[src/rtl/u2n_isqrt.sv]
// Pipelined restoring square root, one root bit per stage.
`timescale 1ns / 1ps
`default_nettype none

module u2n_isqrt #(
    parameter int IN_W = 74,
    parameter int SIDE_W = 1,
    localparam int RT_W = IN_W / 2
) (
    input  wire logic              i_clk,
    input  wire logic              i_rst_n,
    input  wire logic              i_en,
    input  wire logic              i_valid,
    input  wire logic [IN_W-1:0]   i_data,
    input  wire logic [SIDE_W-1:0] i_side,
    output logic                   o_valid,
    output logic [RT_W-1:0]        o_root,
    output logic [SIDE_W-1:0]      o_side
);

    localparam int REM_W = RT_W + 2;

    logic [IN_W-1:0]   w_x   [0:RT_W-1];
    logic [REM_W-1:0]  w_rem [0:RT_W];
    logic [RT_W-1:0]   w_root[0:RT_W];
    logic [SIDE_W-1:0] w_side[0:RT_W];
    logic              w_v   [0:RT_W];

    assign w_x[0]    = i_data;
    assign w_rem[0]  = '0;
    assign w_root[0] = '0;
    assign w_side[0] = i_side;
    assign w_v[0]    = i_valid;

    for (genvar j = 0; j < RT_W; j++) begin : g_stage
        logic [REM_W-1:0]  w_cur;
        logic [REM_W-1:0]  w_trial;
        logic              w_ge;
        logic [REM_W-1:0]  r_rem;
        logic [RT_W-1:0]   r_root;
        logic [SIDE_W-1:0] r_side;
        logic              r_v;

        // Bring down two radicand bits and try the next root bit.
        assign w_cur   = {w_rem[j][REM_W-3:0], w_x[j][IN_W-1 -: 2]};
        assign w_trial = {w_root[j], 2'b01};
        assign w_ge    = (w_cur >= w_trial);

        always_ff @(posedge i_clk) begin
            if (!i_rst_n) begin
                r_v <= 1'b0;
            end else if (i_en) begin
                r_v <= w_v[j];
            end
        end

        always_ff @(posedge i_clk) begin
            if (i_en) begin
                r_rem  <= w_ge ? w_cur - w_trial : w_cur;
                r_root <= {w_root[j][RT_W-2:0], w_ge};
                r_side <= w_side[j];
            end
        end

        if (j < RT_W - 1) begin : g_x
            logic [IN_W-1:0] r_x;

            always_ff @(posedge i_clk) begin
                if (i_en) begin
                    r_x <= w_x[j] << 2;
                end
            end

            assign w_x[j+1] = r_x;
        end

        assign w_rem[j+1]  = r_rem;
        assign w_root[j+1] = r_root;
        assign w_side[j+1] = r_side;
        assign w_v[j+1]    = r_v;
    end

    assign o_valid = w_v[RT_W];
    assign o_root  = w_root[RT_W];
    assign o_side  = w_side[RT_W];

    // The final remainder is not needed.
    logic w_rem_unused;
    assign w_rem_unused = ^w_rem[RT_W];

endmodule

`default_nettype wire

[config.mk]
export PLATFORM = sky130hd
export DESIGN_NAME = u2n_isqrt
export DESIGN_NICKNAME = d
export VERILOG_FILES = /design/src/rtl/u2n_isqrt.sv
export SDC_FILE = /design/constraint.sdc
export NUM_CORES = 2
export LEC_CHECK = 0
export ABC_CLOCK_PERIOD_IN_PS = 3800
export BUFFER_PORTS_ARGS = -buffer_cell sky130_fd_sc_hd__buf_2
export CAP_MARGIN = 20
export CORE_UTILIZATION = 35
export CTS_CLUSTER_SIZE = 10
export DETAILED_ROUTE_END_ITERATION = 10
export HOLD_SLACK_MARGIN = 0.02
export SETUP_SLACK_MARGIN = 0.05
export SLEW_MARGIN = 10
export SYNTH_ARGS = -nofsm -noshare
export SYNTH_HDL_FRONTEND = slang
export SYNTH_SLANG_ARGS = --single-unit
[constraint.sdc]
create_clock -name i_clk -period 3.8 [get_ports i_clk]
set_input_delay 0.76 -clock i_clk [delete_from_list [all_inputs] [get_ports i_clk]]
set_output_delay 0.76 -clock i_clk [all_outputs]
set_load 0.03 [all_outputs]
### After elaboration in Yosys (flattened, before gate mapping)

Index checks and enable logic that the tools add are counted.

| word-level totals | value |
|---|---|
| flip-flop bits (word level) | 3407 |
| bits of input ports | 79 |
| output and inout bits | 39 |
| logic and storage cells | 293 |

| operators by class | value |
|---|---|
| add/subtract/negate cells | 36 |
| order comparisons | 37 |
| mux-type cells | 36 |

Operators by type and width:

| kind | number |
|---|---|
| 2-to-1 mux 37 bit | 35 |
| >= comparator 39 x 10 -> 1 bit | 1 |
| >= comparator 39 x 11 -> 1 bit | 1 |
| >= comparator 39 x 12 -> 1 bit | 1 |
| >= comparator 39 x 13 -> 1 bit | 1 |
| >= comparator 39 x 14 -> 1 bit | 1 |
| >= comparator 39 x 15 -> 1 bit | 1 |
| >= comparator 39 x 16 -> 1 bit | 1 |
| >= comparator 39 x 17 -> 1 bit | 1 |
| >= comparator 39 x 18 -> 1 bit | 1 |
| >= comparator 39 x 19 -> 1 bit | 1 |
| >= comparator 39 x 20 -> 1 bit | 1 |
| >= comparator 39 x 21 -> 1 bit | 1 |
| >= comparator 39 x 22 -> 1 bit | 1 |
| >= comparator 39 x 23 -> 1 bit | 1 |
| >= comparator 39 x 24 -> 1 bit | 1 |
| >= comparator 39 x 25 -> 1 bit | 1 |
| >= comparator 39 x 26 -> 1 bit | 1 |
| >= comparator 39 x 27 -> 1 bit | 1 |
| >= comparator 39 x 28 -> 1 bit | 1 |
| >= comparator 39 x 29 -> 1 bit | 1 |
| >= comparator 39 x 3 -> 1 bit | 1 |
| >= comparator 39 x 30 -> 1 bit | 1 |
| >= comparator 39 x 31 -> 1 bit | 1 |
| 51 further kinds | 51 |

### Depth between registers and ports, before layout

| depth | value |
|---|---|
| word-level depth | 2 |
| depth in mapped cells | 15 |
| mapped depth without buffers | 12 |

### Least setup slack after synthesis

OpenSTA, ideal clock, no wires.

| timing | value |
|---|---|
| path type | register -> register |
| start | register g_stage[14].r_rem[18] |
| end | register g_stage[15].r_rem[27] (data pin) |
| setup time | 0.268 ns |
| arrival time | 3.487 ns |
| data required time | 3.532 ns |
| slack | 0.046 ns |
| cell stages (with the launch flop) | 11 |
| buffers on the path | 1 |
| period minus slack after synthesis | 3.754 ns |
| cells stage by stage | edfxtp_1 > or4_4 > or4b_4 > or3_1 > or4_1 > nand4_2 > nor2b_2 > buf_6 > or4_4 > o41ai_1 > o21ai_1 |

| between the ends | value |
|---|---|
| word-level cells in the longest chain between the ends | 2 |
| elaborated cells between the ends (all ways) | 3 |
| those cells by class | add/sub (1); order compare (1); mux (1) |

RTL lines:

| item | RTL line | RTL |
|---|---|---|
| from (decl) | 39 | `logic [REM_W-1:0] r_rem;` |
| from (signal assigned) | 59 | `r_rem <= w_ge ? w_cur - w_trial : w_cur;` |
| subtractor 37 x 17 -> 37 bit or >= comparator 39 x 17 -> 1 bit (tied branches) | 59, 47 |  |
| 2-to-1 mux 37 bit (*) | 59 |  |
| to (signal assigned) | 59 |  |
| to (decl) | 39 |  |

Every way passes the cells marked *; elsewhere a longest branch is shown, timed or not.
A chain may end at the register's enable or synchronous reset.

### Final worst setup path

| timing | value |
|---|---|
| start | register g_stage[14].r_rem[18] |
| end | register g_stage[15].r_rem[32] (data pin) |

The elaborated chain is that of the path after synthesis.

==> run metrics <==
pwr dens 612 nW/µm²; CTS tree done; io pins 118; Max FO, Critical Path 7; core area 449000 µm²; Min-Delay Path Depth 1; final hold slack 0.0941 ns; Post-synth ARST share 0%; starting density of the core 35.2%; fin util 40.3%; area growth from synthesis to layout 14.5%; placed instance area 169000 µm²; crit-path cells or4_4 > or4b_4 > or3_4 > or4_4 > nand4_4 > nor2b_2 > buf_4 > a311oi_2 > buf_4 > nand4_1 > xnor2_1; die area 454000 µm²; filler cell count 42000; die height 674 µm; Worst Hold Class input port to flop; Die W approximately 670 µm; max-slew violation count 0; row count 246; WP depth 11; GRT met1 Usage between 15 and 20%; commonest non-fill, non-tap cell in the layout edfxtp_1; via/cell ratio about 5; cell area after synthesis 158000 µm²; initial antenna violation count 5; Syn Nets 13200; crit-path max cell delay 0.56 ns; distinct cell type count after synthesis 91; Ys Warns 0; Post-Synthesis Cells 12300; RSZ-0062 raised after global routing true; GRT Resource Usage Total 14.5%; Worst EP arrival between 4 and 5 ns; commonest non-fill, non-tap cells in the layout edfxtp_1 (3347), inv_1 (934), nand2_1 (878); Max VDD drop roughly 0.64 mV; dpl cells 18500; R2R cell count 11; nets 13800; fin area 181000 µm²; Worst Path Required 4.49 ns; actual slew at the worst max-slew pin around 1.1 ns; largest net degree at the start of global routing 122; Placer Congestion ~0.88; clk sinks 3384; M2 GR Usage approximately a quarter; HPWL Detailed approximately 240000 µm; Max Fclk between 0.2 and 0.3 GHz; clock latency on the worst-skew pair 0.98 ns; Max-Cap Viols 0; Max clock buf depth 4; number of global-route vias before repair 94300; CP Capture Type flop; Final setup viols 0; sequential element share of the synthesized area 64.1%; status finished clean; DR WL/cell about 18 µm; CTS Buf Count 400; port bufs 117; remaining antenna violation count 0; Post-Route WL 337000 µm; CTS root buf clkbuf_16; Slew headroom ~29%; Final Non-Filler Cells 19100; Mean Syn Cell Area around 13 µm²; grt ovf 0; DRC viols 0; GRT busiest layer met2; CP top delay family simple AND/OR/NAND/NOR gates; number of synthesized flops with an enable pin ~3300; FF+latch count, synth 3384; Worst path slowest cell or4b_4; grt met3 use 1.87%; Pre-Repair DR Iteration Count 6; Max Clock Skew 0.0811 ns; share of layout cells above drive strength 1 8.98%; first-pass GRT wire length 527000 µm; Final Hold Viols 0; P_leak approximately 70 nW; ys flop type edfxtp_1; clk slew on worst S/H paths 0.06 ns; 1st-iter DRT viols 6264; critical path class flop to flop; DR vias 95700; Setup crit start kind flop; depth of the CTS H-tree 5; Final Cycle Share a little over nine tenths; worst path bufs/invs 2; Tmin final approximately 3.7 ns
final timing paths:
kind / from / to / slack (ns)
setup / recovery: g_stage[14].r_rem[18]$_DFFE_PP_ / g_stage[15].r_rem[32]$_DFFE_PP_ / 0.14
hold / removal: i_data[10] / g_stage[0].g_x.r_x[12]$_DFFE_PP_ / 0.09
setup reg to reg: g_stage[14].r_rem[18]$_DFFE_PP_ / g_stage[15].r_rem[32]$_DFFE_PP_ / 0.14
hold reg to reg: g_stage[22].g_x.r_x[57]$_DFFE_PP_ / g_stage[23].g_x.r_x[59]$_DFFE_PP_ / 0.35
stage by stage:
stage / setup TNS [ns] / setup WS, ns / power [W]
6_report: 0 / 0.142 / 0.111
5_1_grt: 0 / 0.0346 / 0.117
4_1_cts: 0 / 0.0585 / 0.112
3_5_place_dp: 0 / 0.0931 / 0.0770
3_3_place_gp: -0.591 / -0.227 / 0.0769
2_1_floorplan: 0 / 0.0793 / 0.0684
registers in the layout (all words and copies together), names as in the netlist:
register / flops
g_stage.r_side: 36
o_side: 1
g_stage.r_root: 666
o_root: 37
g_stage.r_v: 36
o_valid: 1
g_stage.g_x.r_x: 1332
g_stage.r_rem: 1275
synthesized netlist by cell type (73+ instances only):
cell type  instances  area (µm²)
xor2_1           530        4640
nor3_1           277        1390
nor2_1           703        2640
a21oi_1          773        3870
or3_1            131         820
nand2b_1         152         951
xnor2_1          551        4830
inv_1            935        3510
o21a_1           142        1070
edfxtp_1        3347      101000
a21o_1           297        2230
nor2b_1          135         845
ha_1             742        9280
or4_1             73         548
and3_1            81         507
nand2_1          878        3300
o21ai_0          712        3560
mux2_2            83         935
a31oi_1           80         500
nor4_1           137         857
nand3_1          208        1040
nand4_1          143         895
clkbuf_1         258         968
layer usage:
metal | wire length [µm] | part of all wire (%)
met1 | 145000 | 43
met2 | 165000 | 49
met3 | 14100 | 4.2
met4 | 12100 | 3.6
met5 | 0 | 0
worst register-to-register path, delay by kind of cell, from the launching register on:
family | cells | cell delay [ns]
simple gates | 7 | 2.28
flops | 1 | 0.38
buf+inv | 2 | 0.32
compound gates | 1 | 0.23
xor+xnor | 1 | 0.18
cell type report:
type / instances / area [µm²] / area share [%]
Antenna cell: 3 / 7.51 / 0.00415
Clock inverter: 91 / 997 / 0.552
Tap cell: 5952 / 7450 / 4.12
Sequential cell: 3384 / 101000 / 56.0
Multi-Input combinational cell: 7722 / 52300 / 28.9
Timing Repair Buffer: 576 / 4900 / 2.71
Inverter: 943 / 3540 / 1.96
Clock buffer: 471 / 10300 / 5.71
power by group:
part | switching (W) | internal, W
Clock | 0.0145 | 0.0196
Combinational | 0.0150 | 0.0109
Sequential | 0.00313 | 0.0475
Total | 0.0327 | 0.0780
kinds of logic after synthesis:
family                   Yosys count  synth area share, %
AO/OA/AOI/OAI                   2577                 10.1
XOR/XNOR                        1081                 6.00
adder cells (fa/ha/maj)          742                 5.88
buffers and inverters           1226                 2.93
flip-flops                      3384                 64.1
multiplexers                     134                0.915
other                              1              0.00238
AND/OR/NAND/NOR                 3187                 10.1
repair_timing:
item | CTS | global route
setup endpoints to repair | 0 | 114
setup buffers | 0 | 3
hold buffers | 74 | 0
resized for setup | 0 | 43
hold endpoints to repair | 74 | 0
Power figures use the tool's default switching activity.
